File: src/sv/alrob_pkg.sv
`default_nettype none
// ----------------------------------------------------------------------------
// alrob_pkg
// Shared types and constants of the active list.
// ----------------------------------------------------------------------------
package alrob_pkg;

    localparam int DEF_ENTRIES      = 32;
    localparam int DEF_RETIRE_MAX   = 4;
    localparam int DEF_CHECKPOINTS  = 4;
    localparam int DEF_LOGICAL_REGS = 32;

    localparam int CMD_W  = 4;
    localparam int IDX_W  = 5;
    localparam int SLOT_W = 2;
    localparam int PC_W   = 32;
    localparam int DST_W  = 5;
    localparam int TAG_W  = 6;
    localparam int ST_W   = 2;
    localparam int OCC_W  = 6;

    typedef enum logic [CMD_W-1:0] {
        CMD_ACCEPT   = 4'd0,
        CMD_COMPLETE = 4'd1,
        CMD_EXCEPT   = 4'd2,
        CMD_RETIRE   = 4'd3,
        CMD_CKPT     = 4'd4,
        CMD_REWIND   = 4'd5,
        CMD_UNMAP    = 4'd6,
        CMD_READ_PC  = 4'd7,
        CMD_HEAD_Q   = 4'd8
    } cmd_t;

    localparam logic [ST_W-1:0] ST_DONE  = 2'd0;
    localparam logic [ST_W-1:0] ST_FULL  = 2'd1;
    localparam logic [ST_W-1:0] ST_EMPTY = 2'd2;

    typedef struct packed {
        logic [CMD_W-1:0]  command;
        logic [IDX_W-1:0]  entry_index;
        logic [SLOT_W-1:0] slot;
        logic [PC_W-1:0]   pc_tag;
        logic [DST_W-1:0]  dest_reg;
        logic [TAG_W-1:0]  old_tag;
    } item_t;

endpackage
`default_nettype wire

File: src/sv/alrob_front.sv
`default_nettype none
// ----------------------------------------------------------------------------
// alrob_front
// Command front end: take items into a two-entry queue toward the back end.
// ----------------------------------------------------------------------------
module alrob_front
(
    input  wire                logic clk,
    input  wire                logic rst_n,
    input  wire                logic push,
    input  alrob_pkg::item_t   push_item,
    output logic               full,
    output logic               q_valid,
    output alrob_pkg::item_t   q_item,
    input  wire                logic pop
);
    import alrob_pkg::*;

    item_t      mem_reg [2];
    logic [1:0] cnt_reg, cnt_next;
    logic       rd_reg, rd_next, wr_reg, wr_next;

    assign full    = (cnt_reg == 2'd2);
    assign q_valid = (cnt_reg != 2'd0);
    assign q_item  = mem_reg[rd_reg];

    always_comb
    begin
        cnt_next = cnt_reg + 2'(push) - 2'(pop);
        rd_next  = rd_reg ^ pop;
        wr_next  = wr_reg ^ push;
    end

    always_ff @(posedge clk or negedge rst_n)
    begin
        if (!rst_n)
        begin
            cnt_reg <= '0;
            rd_reg  <= 1'b0;
            wr_reg  <= 1'b0;
        end
        else
        begin
            cnt_reg <= cnt_next;
            rd_reg  <= rd_next;
            wr_reg  <= wr_next;
        end
    end

    always_ff @(posedge clk)
    begin
        if (push)
        begin
            mem_reg[wr_reg] <= push_item;
        end
    end
endmodule
`default_nettype wire

File: src/sv/alrob_back.sv
`default_nettype none
// ----------------------------------------------------------------------------
// alrob_back
// One command per cycle, held while a retire gives one result per cycle.
// ----------------------------------------------------------------------------
module alrob_back
#(
    parameter int ENTRIES      = alrob_pkg::DEF_ENTRIES,
    parameter int RETIRE_MAX   = alrob_pkg::DEF_RETIRE_MAX,
    parameter int CHECKPOINTS  = alrob_pkg::DEF_CHECKPOINTS,
    parameter int LOGICAL_REGS = alrob_pkg::DEF_LOGICAL_REGS
)
(
    input  wire              logic clk,
    input  wire              logic rst_n,
    input  wire              logic q_valid,
    input  alrob_pkg::item_t q_item,
    output logic             pop,
    output logic             strobe,
    output logic [alrob_pkg::ST_W-1:0]  status,
    output logic [alrob_pkg::TAG_W-1:0] new_tag,
    output logic [alrob_pkg::IDX_W-1:0] entry_tag,
    output logic [alrob_pkg::TAG_W-1:0] freed_tag,
    output logic [alrob_pkg::DST_W-1:0] dest_reg_out,
    output logic [alrob_pkg::PC_W-1:0]  pc_out,
    output logic             head_exception,
    output logic [alrob_pkg::OCC_W-1:0] occupancy,
    output logic             last
);
    import alrob_pkg::*;

    localparam int AW  = (ENTRIES > 1) ? $clog2(ENTRIES) : 1;
    localparam int PW  = AW + 1;
    localparam int CW  = (CHECKPOINTS > 1) ? $clog2(CHECKPOINTS) : 1;
    localparam int RW  = $clog2(RETIRE_MAX + 1);

    logic             done_reg  [ENTRIES];
    logic             fault_reg [ENTRIES];
    logic [PC_W-1:0]  pc_mem    [ENTRIES];
    logic [DST_W-1:0] dst_mem   [ENTRIES];
    logic [TAG_W-1:0] old_mem   [ENTRIES];
    logic [TAG_W-1:0] free_reg  [ENTRIES];
    logic             free_vld_reg [ENTRIES];
    logic [PW-1:0]    saved_reg [CHECKPOINTS];

    logic [PW-1:0]    tail_reg, tail_next, head_reg, head_next;
    logic [RW-1:0]    rcnt_reg, rcnt_next;

    logic [PW-1:0]    occ_now, occ_aft, head_fin;
    logic [AW-1:0]    t_idx, h_idx, tm_idx, h_aft, e_idx, r_idx;
    logic             retiring, is_ret, acc_ok, run_on;
    logic             hd_done, hd_fault;
    logic [RW-1:0]    run_n;
    logic             slot_ok;
    logic [CW-1:0]    slot_i;
    logic [TAG_W-1:0] free_rd;

    always_comb
    begin
        e_idx   = AW'(q_item.entry_index);
        t_idx   = tail_reg[AW-1:0];
        h_idx   = head_reg[AW-1:0];
        tm_idx  = AW'(tail_reg - PW'(1));
        occ_now = tail_reg - head_reg;
        slot_ok = ({{(32-SLOT_W){1'b0}}, q_item.slot} < CHECKPOINTS);
        slot_i  = CW'(q_item.slot);
        free_rd = free_vld_reg[t_idx] ? free_reg[t_idx]
                                      : TAG_W'(LOGICAL_REGS + 32'(t_idx));
        is_ret  = (q_item.command == CMD_RETIRE);
        acc_ok  = (q_item.command == CMD_ACCEPT) && (occ_now < PW'(ENTRIES));
    end

    // count the entries this retire item still frees
    always_comb
    begin
        run_n  = '0;
        run_on = is_ret;
        r_idx  = h_idx;
        for (int k = 0; k < RETIRE_MAX; k++)
        begin
            r_idx = AW'(head_reg + PW'(k));
            if (run_on && (k + int'(rcnt_reg) < RETIRE_MAX) && (k < int'(occ_now))
                && done_reg[r_idx] && !fault_reg[r_idx])
                run_n = run_n + RW'(1);
            else
                run_on = 1'b0;
        end
        head_fin = head_reg + PW'(run_n);
        retiring = (run_n != '0);
    end

    always_comb
    begin
        tail_next = tail_reg;
        head_next = head_reg;
        status    = ST_DONE;
        new_tag   = '0;
        entry_tag = '0;
        freed_tag = '0;
        dest_reg_out = '0;
        pc_out    = '0;
        if (q_valid)
        begin
            unique case (q_item.command)
                CMD_ACCEPT:
                begin
                    if (occ_now >= PW'(ENTRIES))
                        status = ST_FULL;
                    else
                    begin
                        new_tag   = free_rd;
                        entry_tag = IDX_W'(t_idx);
                        tail_next = tail_reg + PW'(1);
                    end
                end
                CMD_RETIRE:
                begin
                    if (retiring)
                    begin
                        freed_tag = old_mem[h_idx];
                        head_next = head_reg + PW'(1);
                    end
                    else if (rcnt_reg == '0)
                        status = ST_EMPTY;
                end
                CMD_REWIND:
                begin
                    if (slot_ok)
                        tail_next = saved_reg[slot_i];
                end
                CMD_UNMAP:
                begin
                    if (occ_now == '0)
                        status = ST_EMPTY;
                    else
                    begin
                        tail_next    = tail_reg - PW'(1);
                        freed_tag    = old_mem[tm_idx];
                        dest_reg_out = dst_mem[tm_idx];
                    end
                end
                CMD_READ_PC:
                    pc_out = pc_mem[e_idx];
                CMD_HEAD_Q:
                begin
                    if (occ_now != '0 && done_reg[h_idx] && fault_reg[h_idx])
                        pc_out = pc_mem[h_idx];
                end
                default: ;
            endcase
        end
    end

    always_comb
    begin
        occ_aft  = tail_next - head_fin;
        h_aft    = head_fin[AW-1:0];
        hd_done  = done_reg[h_aft]
                   || (q_valid && q_item.command == CMD_COMPLETE && e_idx == h_aft);
        hd_fault = fault_reg[h_aft]
                   || (q_valid && q_item.command == CMD_EXCEPT && e_idx == h_aft);
        // retire item: a result on each freed entry, or one status result
        strobe = q_valid && !(is_ret && !retiring && rcnt_reg != '0);
        last   = strobe && !(retiring && run_n != RW'(1));
        pop    = q_valid && !(retiring && run_n != RW'(1));
        if (pop)
            rcnt_next = '0;
        else if (q_valid && is_ret)
            rcnt_next = rcnt_reg + RW'(1);
        else
            rcnt_next = rcnt_reg;
        head_exception = (occ_aft != '0) && !(q_valid && acc_ok && occ_now == '0)
                         && hd_done && hd_fault;
        occupancy = OCC_W'(occ_aft);
    end

    always_ff @(posedge clk or negedge rst_n)
    begin
        if (!rst_n)
        begin
            tail_reg <= '0;
            head_reg <= '0;
            rcnt_reg <= '0;
            for (int i = 0; i < ENTRIES; i++)
                free_vld_reg[i] <= 1'b0;
        end
        else
        begin
            tail_reg <= tail_next;
            head_reg <= head_next;
            rcnt_reg <= rcnt_next;
            if (q_valid && retiring)
                free_vld_reg[h_idx] <= 1'b1;
        end
    end

    always_ff @(posedge clk)
    begin
        if (q_valid)
        begin
            if (retiring)
                free_reg[h_idx] <= old_mem[h_idx];
            if (q_item.command == CMD_ACCEPT && occ_now < PW'(ENTRIES))
            begin
                done_reg[t_idx]  <= 1'b0;
                fault_reg[t_idx] <= 1'b0;
                pc_mem[t_idx]    <= q_item.pc_tag;
                dst_mem[t_idx]   <= q_item.dest_reg;
                old_mem[t_idx]   <= q_item.old_tag;
            end
            if (q_item.command == CMD_COMPLETE)
                done_reg[e_idx] <= 1'b1;
            if (q_item.command == CMD_EXCEPT)
                fault_reg[e_idx] <= 1'b1;
            if (q_item.command == CMD_CKPT && slot_ok)
                saved_reg[slot_i] <= tail_reg;
        end
    end
endmodule
`default_nettype wire

File: src/sv/active_list_reorder_buffer_core.sv
`default_nettype none
// ----------------------------------------------------------------------------
// active_list_reorder_buffer_core
// Circular active list with per-entry free physical register.
// ----------------------------------------------------------------------------
// Usage:
//   Command channel: drive the item fields and raise start; the item is
//   taken at an edge with start high and busy low. busy is high while the
//   two-entry command queue is full.
//   Result channel: strobe marks one result for one cycle; last flags the
//   final result of an item. The receiver cannot stall.
//   A command taken into an empty queue gives its first result in the next
//   cycle. Every command gives one result, except retire, which gives one
//   result per freed entry (1 to RETIRE_MAX results), one after another on
//   the single result port.
//   Reset empties the list, resets the pointers and restores each entry's
//   free register to LOGICAL_REGS plus its index.
// ----------------------------------------------------------------------------
module active_list_reorder_buffer_core
#(
    parameter int ENTRIES      = alrob_pkg::DEF_ENTRIES,
    parameter int RETIRE_MAX   = alrob_pkg::DEF_RETIRE_MAX,
    parameter int CHECKPOINTS  = alrob_pkg::DEF_CHECKPOINTS,
    parameter int LOGICAL_REGS = alrob_pkg::DEF_LOGICAL_REGS
)
(
    input  wire logic clk,
    input  wire logic rst_n,
    input  wire logic start,
    output logic      busy,
    input  wire logic [alrob_pkg::CMD_W-1:0]  command,
    input  wire logic [alrob_pkg::IDX_W-1:0]  entry_index,
    input  wire logic [alrob_pkg::SLOT_W-1:0] slot,
    input  wire logic [alrob_pkg::PC_W-1:0]   pc_tag,
    input  wire logic [alrob_pkg::DST_W-1:0]  dest_reg,
    input  wire logic [alrob_pkg::TAG_W-1:0]  old_tag,
    output logic      strobe,
    output logic [alrob_pkg::ST_W-1:0]  status,
    output logic [alrob_pkg::TAG_W-1:0] new_tag,
    output logic [alrob_pkg::IDX_W-1:0] entry_tag,
    output logic [alrob_pkg::TAG_W-1:0] freed_tag,
    output logic [alrob_pkg::DST_W-1:0] dest_reg_out,
    output logic [alrob_pkg::PC_W-1:0]  pc_out,
    output logic      head_exception,
    output logic [alrob_pkg::OCC_W-1:0] occupancy,
    output logic      last
);
    import alrob_pkg::*;

    item_t in_item, q_item;
    logic  q_valid, pop, push;

    assign in_item = '{command, entry_index, slot, pc_tag, dest_reg, old_tag};
    assign push    = start && !busy;

    alrob_front u_front
    (
        .clk(clk), .rst_n(rst_n), .push(push), .push_item(in_item),
        .full(busy), .q_valid(q_valid), .q_item(q_item), .pop(pop)
    );

    alrob_back
    #(
        .ENTRIES(ENTRIES), .RETIRE_MAX(RETIRE_MAX),
        .CHECKPOINTS(CHECKPOINTS), .LOGICAL_REGS(LOGICAL_REGS)
    ) u_back
    (
        .clk(clk), .rst_n(rst_n), .q_valid(q_valid), .q_item(q_item),
        .pop(pop), .strobe(strobe), .status(status), .new_tag(new_tag),
        .entry_tag(entry_tag), .freed_tag(freed_tag),
        .dest_reg_out(dest_reg_out), .pc_out(pc_out),
        .head_exception(head_exception), .occupancy(occupancy), .last(last)
    );

    a_empty: assert property (@(posedge clk) disable iff (!rst_n)
        strobe && status == ST_EMPTY |-> last)
        else $error("empty status not final");
    a_last: assert property (@(posedge clk) disable iff (!rst_n)
        last |-> strobe)
        else $error("last without strobe");
    a_full: assert property (@(posedge clk) disable iff (!rst_n)
        strobe && status == ST_FULL |-> last && new_tag == '0)
        else $error("refused accept carries data");
endmodule
`default_nettype wire

File: config.mk
export PLATFORM = sky130hd
export DESIGN_NAME = active_list_reorder_buffer_core
export DESIGN_NICKNAME = d
export VERILOG_FILES = /design/src/sv/alrob_pkg.sv /design/src/sv/alrob_front.sv /design/src/sv/alrob_back.sv /design/src/sv/active_list_reorder_buffer_core.sv
export SDC_FILE = /design/constraint.sdc
export NUM_CORES = 2
export LEC_CHECK = 0
export CORE_UTILIZATION = 45
export DETAILED_ROUTE_END_ITERATION = 6
export DONT_BUFFER_PORTS = 1
export SETUP_SLACK_MARGIN = 0.05
export SKIP_LAST_GASP = 1
export SYNTH_ARGS = -nofsm -noshare
export SYNTH_HDL_FRONTEND = slang
export SYNTH_SLANG_ARGS = --single-unit
File: constraint.sdc
create_clock -name clk -period 22.3 [get_ports clk]
set_input_delay 3.345 -clock clk [delete_from_list [all_inputs] [get_ports clk]]
set_output_delay 3.345 -clock clk [all_outputs]
set_load 0.1 [all_outputs]
## Yosys cells after proc, flatten, opt, wreduce, memory -nomap -nowiden

Memories as Yosys holds them, arrays and structs flattened.
Index checks and enable logic that the tools add are counted.

- Eq/ne operators: 11
- Multiplexer cells: 64
- Bitwise logic cells: 5
- $lt $le $gt $ge: 13
- Add/sub/neg operators: 18
- Reduce and logical (&&, ||, !) cells: 61

Operator list:

| kind | count |
|---|---|
| $lt A32 B4 Y1 const B | 3 |
| $mux W32 | 2 |
| $pmux W32 S2 | 1 |
| $mux W6 | 10 |
| $mux W5 | 8 |
| $logic_and A1 B1 Y1 | 38 |
| $or A32 B32 Y32 | 1 |
| $mux W1 | 29 |
| $ge A6 B6 Y1 const B | 3 |
| $pmux W6 S3 | 1 |
| $eq A4 B3 Y1 const B | 4 |
| $mux W3 | 5 |
| $add A6 B1 Y6 const B | 2 |
| $lt A1 B6 Y1 const A | 2 |
| $lt A2 B6 Y1 const A | 2 |
| $not A5 Y6 | 2 |
| $pmux W6 S2 | 1 |
| $reduce_bool A6 Y1 | 2 |
| $sub A6 B6 Y6 | 2 |
| $add A5 B2 Y5 const B | 2 |
| $add A3 B1 Y3 const B | 3 |
| $logic_not A1 Y1 | 9 |
| $add A2 B3 Y4 const A | 2 |
| $eq A4 B2 Y1 const B | 2 |
| 28 further kinds | 36 |

- Input bits: 57
- Register bits: 51
- Memories: 8
- RAM bits: 1,764
- Logic and storage cells: 218

Memories:

| memory | depth | bits a word | read ports | clocked after Yosys merged registers in | write ports | line | RTL |
|---|---|---|---|---|---|---|---|
| u_back.pc_mem | 32 | 32 | 2 | 0 | 1 | alrob_back.sv:39 | `logic [PC_W-1:0] pc_mem [ENTRIES];` |
| u_back.free_reg | 32 | 6 | 1 | 0 | 1 | alrob_back.sv:42 | `logic [TAG_W-1:0] free_reg [ENTRIES];` |
| u_back.old_mem | 32 | 6 | 2 | 0 | 1 | alrob_back.sv:41 | `logic [TAG_W-1:0] old_mem [ENTRIES];` |
| u_back.dst_mem | 32 | 5 | 1 | 0 | 1 | alrob_back.sv:40 | `logic [DST_W-1:0] dst_mem [ENTRIES];` |
| u_front.mem_reg | 2 | 54 | 1 | 0 | 1 | alrob_front.sv:19 | `item_t mem_reg [2];` |
| u_back.done_reg | 32 | 1 | 5 | 0 | 1 | alrob_back.sv:37 | `logic done_reg [ENTRIES];` |
| 2 more memories | -- | -- | -- | -- | -- | -- |  |

## Depth between registers and ports, before layout

An unclocked memory read counts as a cell.

- Word-level depth: 29
- Gate-level depth with buffers: 35

## Modules after synthesis

From an unflattened synthesis, not the netlist that was laid out.

- Cell total of the unflattened synthesis: 4,131
- Area, all modules: 82,614.2 um^2

Modules (own cells, without submodules):

| module | area each (um^2) | cells an instance | sequential area each (um^2) | times used |
|---|---|---|---|---|
| alrob_back | 78,243.8 | 3,946 | 50,903.8 | 1 |
| alrob_front | 4,356.7 | 184 | 3,343.2 | 1 |
| active_list_reorder_buffer_core | 13.8 | 1 | 0.0 | 1 |

## Worst setup path before layout

Ideal clock, no wire load.

- Kind: register to output
- From: register u_back.tail_reg[0]
- To: output port head_exception
- Data required time: 18,955 ps
- Path buffers: 6
- Path slack: 9,389 ps
- Stages on the path, launching flop included: 33
- Data arrival time: 9,566 ps
- Path through: dfrtp_1 clkbuf_1 clkbuf_1 buf_1 clkbuf_1 inv_1 ha_1 inv_1 fa_1 nor4bb_1 a32o_1 a22oi_1 nor4_1 nand2_1 nand2_1 nor2_1 ha_1 xnor2_1 ha_1 inv_1 mux2i_1 nor2_1 or2_2 fa_1 clkbuf_1 clkbuf_1 inv_1 fa_1 inv_1 a21o_1 a21oi_1 xnor2_1 o31a_1

- Longest elaborated chain between the ends: 27
- Elaborated cells between the ends (all ways): 56
- Classes of those cells: add/sub: 8; order compare: 6; eq/ne: 1; mux: 11; reduce/logical: 28; memory: 2

Ends and longest elaborated chain:

| element | line | RTL |
|---|---|---|
| start, declared | alrob_back.sv:46 | `logic [PW-1:0] tail_reg, tail_next, head_reg, head_next;` |
| start signal, assigned | alrob_back.sv:189 | `tail_reg <= tail_next;` |
| branches (longest 22 deep; another with $sub A6 B6 Y6) | -- |  |
| $sub A6 B6 Y6 * | alrob_back.sv:156 | `occ_aft = tail_next - head_fin;` |
| named net occupancy (one bit) | active_list_reorder_buffer_core.sv:45 | `output logic [alrob_pkg::OCC_W-1:0] occupancy,` |
| $reduce_bool A6 Y1 * | alrob_back.sv:172 | `head_exception = (occ_aft != '0) && !(q_valid && acc_ok && occ_now == '0)` |
| $logic_and A1 B1 Y1 * | alrob_back.sv:172 |  |
| $logic_and A1 B1 Y1 * (2 in a row) | alrob_back.sv:173 | `&& hd_done && hd_fault;` |
| end, declared | active_list_reorder_buffer_core.sv:44 | `output logic head_exception,` |

Mark *: on every way through the listed nets, which the timed path passes.

## Worst setup path after layout

- From: register u_back.head_reg[0]
- To: output port head_exception

- Longest elaborated chain between the ends: 27
- Elaborated cells between the ends (all ways): 61
- Classes of those cells: add/sub: 9; order compare: 6; eq/ne: 1; mux: 11; reduce/logical: 32; memory: 2

Ends and longest elaborated chain:

| element | line | RTL |
|---|---|---|
| start, declared | alrob_back.sv:46 |  |
| start signal, assigned | alrob_back.sv:190 | `head_reg <= head_next;` |
| branches (longest 26 deep; another with $sub A6 B6 Y6) | -- |  |
| $logic_and A1 B1 Y1 * | alrob_back.sv:173 |  |

Every way passes the cells marked *.

==> impl_metrics.yaml <==
synthesis:
  synth_enable_flop_cells: 1764
  dominant_cell_type_by_area_after_synthesis: "edfxtp_1"
  ys_seq_area_share_pct: 66.0
  most_used_dff_post_synth: "edfxtp_1"
  synth_area_per_cell_sq_um: 18.6
  ys.warnings.count: 0
  synth_cells: 4411
  yosys.cell_types.count: 75
  synthesized_netlist_net_count: 4505
  synth_area_leaders: "edfxtp_1 (64%), mux4_2 (21%), dfrtp_1 (1.6%), nand2_1 (1.4%), o22ai_1 (1.3%)"
  async_flop_share_pct: 2.81
  ys_ff_latch: 1815
  synth_largest_type_area_fraction_pct: 64.5
  synthesis.area_sq_um: 82200
worst_setup_path:
  timing.critical_path.to_type: "output pin"
  crit_path_start_kind: "flip-flop"
  worst_path_max_delay_cell: "xor2_2"
  crit_path_end: "head_exception"
  worst-setup-path-type: "reg -> out"
  worstSetupStartpoint: "u_back.head_reg[0]$_DFFE_PN0P_"
  worstPathMaxFanout: 103
  cp_data_arrival_time_ns: 9.87
  cp_data_required_time_ns: 18.95
  timing.rr.start: "u_back.head_reg[0]$_DFFE_PN0P_"
  ff2ff_setup_slack_ns: 15.24
  cpPeakStageDelay_ns: 0.92
  r2r-end: "u_back.free_reg[8][4]$_DFFE_PP_"
  path_common_cell: "ha_1"
  path_cells: "buf_12 -> ha_1 -> xor2_4 -> mux4_1 -> nor3_1 -> a211o_1 -> and4_1 -> and2_1 -> ha_1 -> xnor2_1 -> ha_1 -> inv_1 -> mux2i_1 -> nor2_1 -> or2_2 -> fa_1 -> xor2_1 -> ha_1 -> o21ai_0 -> nand2b_1 -> xor2_2 -> or4_1 -> o31a_1"
  timing.reg2reg.worst_path_depth: 16
die:
  design.die.area_sq_um: 184000
  die_w_microns: 429
  top_level_ports: 123
  row_count: 156
  core_area_sq_um: 181000
  die_height_microns: 429
  start_util_pct: 45.4
power_and_ir_drop:
  leakage_power_nw: 28.0
  vdd_ir_drop_max_uv: 243
  cellPowerDensity_nw_per_um2: 115
clocking:
  clock_h_tree_levels: 4
  cts_inserted_buffers: 190
  clk_latency_ns: 0.83
  clock_sink_count: 1815
  cts-root-buf: "clkbuf_16"
  cts_max_path_buffers: 3
  holdBufCountCts: 0
  path_clk_slew_ns: 0.06
  post-cts-setup-buffers: 0
  cts_resized: 0
  tritoncts_clock_tree: "done"
sta:
  setup_total_negative_slack_ns: 0
  period_needed_ns: 13.22
  report.final.setup_viol: 0
  max_clock_freq_mhz: 75.6
  min_period_over_period_pct: 59.3
  slew_headroom_pct: 15.0
  worstMarginPinSlew_ns: 1.27
  finalHoldViolCount: 0
  clock_skew_ns: 0.0348
  maxSlewViolCount: 0
  rsz0062_at_grt: "no"
  worst_hold_slack_ns: 0.465
detailed_routing:
  via_count: 46600
  drcViolationCount: 0
  number_of_optimization_iterations_in_the_first_detailed_route_pass: 5
  routedWlPerCell_microns: 35.3
  route.antenna.remaining_nets: 0
  vias_per_cell: 6.70
  finalWirelength_microns: 245000
  detailedRoute.firstIterationViolations: 6251
finish:
  design.final.nets: 4510
  n_fill_cell: 14500
  layout.cells.non_filler: 6947
  final_core_utilization_pct: 50.6
  layout-drive-gt1-share_pct: 29.8
  largest_register_ffs: 1024
  areaGrowthSynthToFinish_pct: 11.5
min_path:
  hold_path_class: "reg -> reg"
placement:
  place_inst: 6594
  routability_cong: 0.893
  place.port_buffers: 0
  dpl.hpwl_microns: 133000
grt:
  grt_util_all_layers_pct: 26.5
  grt_max_degree: 136
  global_route_wire_length_before_repair_microns: 346000
  grt_remaining_overflow: 0
  grt_pass1_vias: 46300
  antenna_found_initial: 6
run:
  max_cap_violations: 0
outcome:
  status: "completed"
-- report_power, final --
part	leakage (nW)	internal (W)	switching [W]
combinational	8.50	0.00114	0.00210
clock	2.95	0.00177	0.00134
sequential	16.6	0.00418	0.0000557
total	28.0	0.00709	0.00349
-- critical path: cells and delay by family, from the launching register on --
family,cells,cell delay [ns]
xor gates and xnor gates,4,2.23
and+or+nand+nor,7,1.32
buffers and inverters,2,0.77
muxes,2,0.79
adders and majority gates,5,1.99
AOI/OAI and AO/OA,3,1.08
DFF,1,0.85
-- stage by stage --
| stage | setup slack (ns) | power [W] | area (sq um) |
|---|---|---|---|
| after floorplan | 9.39 | 0.00654 | 82200 |
| after global placement | 9.93 | 0.00753 | 85600 |
| after detailed placement | 9.87 | 0.00756 | 85600 |
| after CTS | 8.96 | 0.0106 | 91600 |
| after global routing | 8.46 | 0.0109 | 91600 |
| final | 9.08 | 0.0106 | 91600 |
-- cells in the mapped netlist, drive strengths merged, types with 6 or more instances --
cell type and count:
mux4 786, nor2 245, nor3b 7, a22oi 9, buf 120, nand2 308
ha 34, nand2b 28, and2 12, dfrtp 51, o32ai 7, a21oi 49
o21bai 34, a32oi 8, and3b 7, mux2i 46, o21ai 23, nor4 48
xnor2 32, nand4 8, nor2b 24, a31oi 40, mux2 53, o22ai 172
nand3 95, inv 35, nor3 12, and3 39, o211ai 6, clkbuf 191
a211oi 6, xor2 15, a311oi 33, edfxtp 1764
-- layout make-up --
cell class	instances	area, sq um	area share [%]
sequential	1815	54300	59.2
inverter	37	139	0.152
clock buffer	224	4970	5.42
multi-input combinational	2248	27200	29.7
antenna	7	17.5	0.0191
timing repair buffer	124	1000	1.09
tap	2370	2970	3.24
clock inverter	122	1060	1.16
-- worst min-delay path by stage --
stage | start | end | slack, ns | cells after the start
CTS | u_back.free_vld_reg[7]$_DFFE_PN0P_ | u_back.free_vld_reg[7]$_DFFE_PN0P_ | 0.47 | 1
finish | u_back.free_vld_reg[7]$_DFFE_PN0P_ | u_back.free_vld_reg[7]$_DFFE_PN0P_ | 0.46 | 1
global route | u_back.free_vld_reg[1]$_DFFE_PN0P_ | u_back.free_vld_reg[1]$_DFFE_PN0P_ | 0.49 | 1
global placement | u_back.free_vld_reg[7]$_DFFE_PN0P_ | u_back.free_vld_reg[7]$_DFFE_PN0P_ | 0.45 | 1
detailed placement | u_back.free_vld_reg[7]$_DFFE_PN0P_ | u_back.free_vld_reg[7]$_DFFE_PN0P_ | 0.45 | 1
floorplan | u_back.free_vld_reg[0]$_DFFE_PN0P_ | u_back.free_vld_reg[0]$_DFFE_PN0P_ | 0.44 | 1
-- cell usage in the layout (no fill, tap or decap), types with 39 or more instances in the layout --
cell type  count
dfrtp_1       46
nand2_1      303
a31oi_1       40
buf_4        119
clkbuf_16    194
nor2_2        42
edfxtp_1    1764
mux2i_1       42
mux4_2       782
nand3_1       87
nor2_1       170
and3_1        39
a21oi_1       48
clkinv_1      57
o22ai_1      172
mux2_2        49
nor4_1        41
-- layer usage --
layer | global-route usage [%] | up-vias | share of wire, %
met1 | 36.8 | 25000 | 39
met5 | 0 | - | 0
met4 | 8.81 | 0 | 3.3
met2 | 43.0 | 2596 | 49
met3 | 4.08 | 456 | 8.5
li1 | - | 18500 | -
-- cell families (layout without fill, tap and decap cells) --
group / count (synthesis) / count (layout) / synth area share, %
other: 0 / 7 / 0
xor gates and xnor gates: 47 / 47 / 0.533
adders and majority gates: 37 / 37 / 0.591
and+or+nand+nor: 852 / 852 / 4.76
AOI/OAI and AO/OA: 427 / 427 / 3.52
buffers and inverters: 348 / 507 / 1.73
DFF: 1815 / 1815 / 66.0
muxes: 885 / 885 / 22.9
No activity file was read; power rests on OpenSTA's default activity.
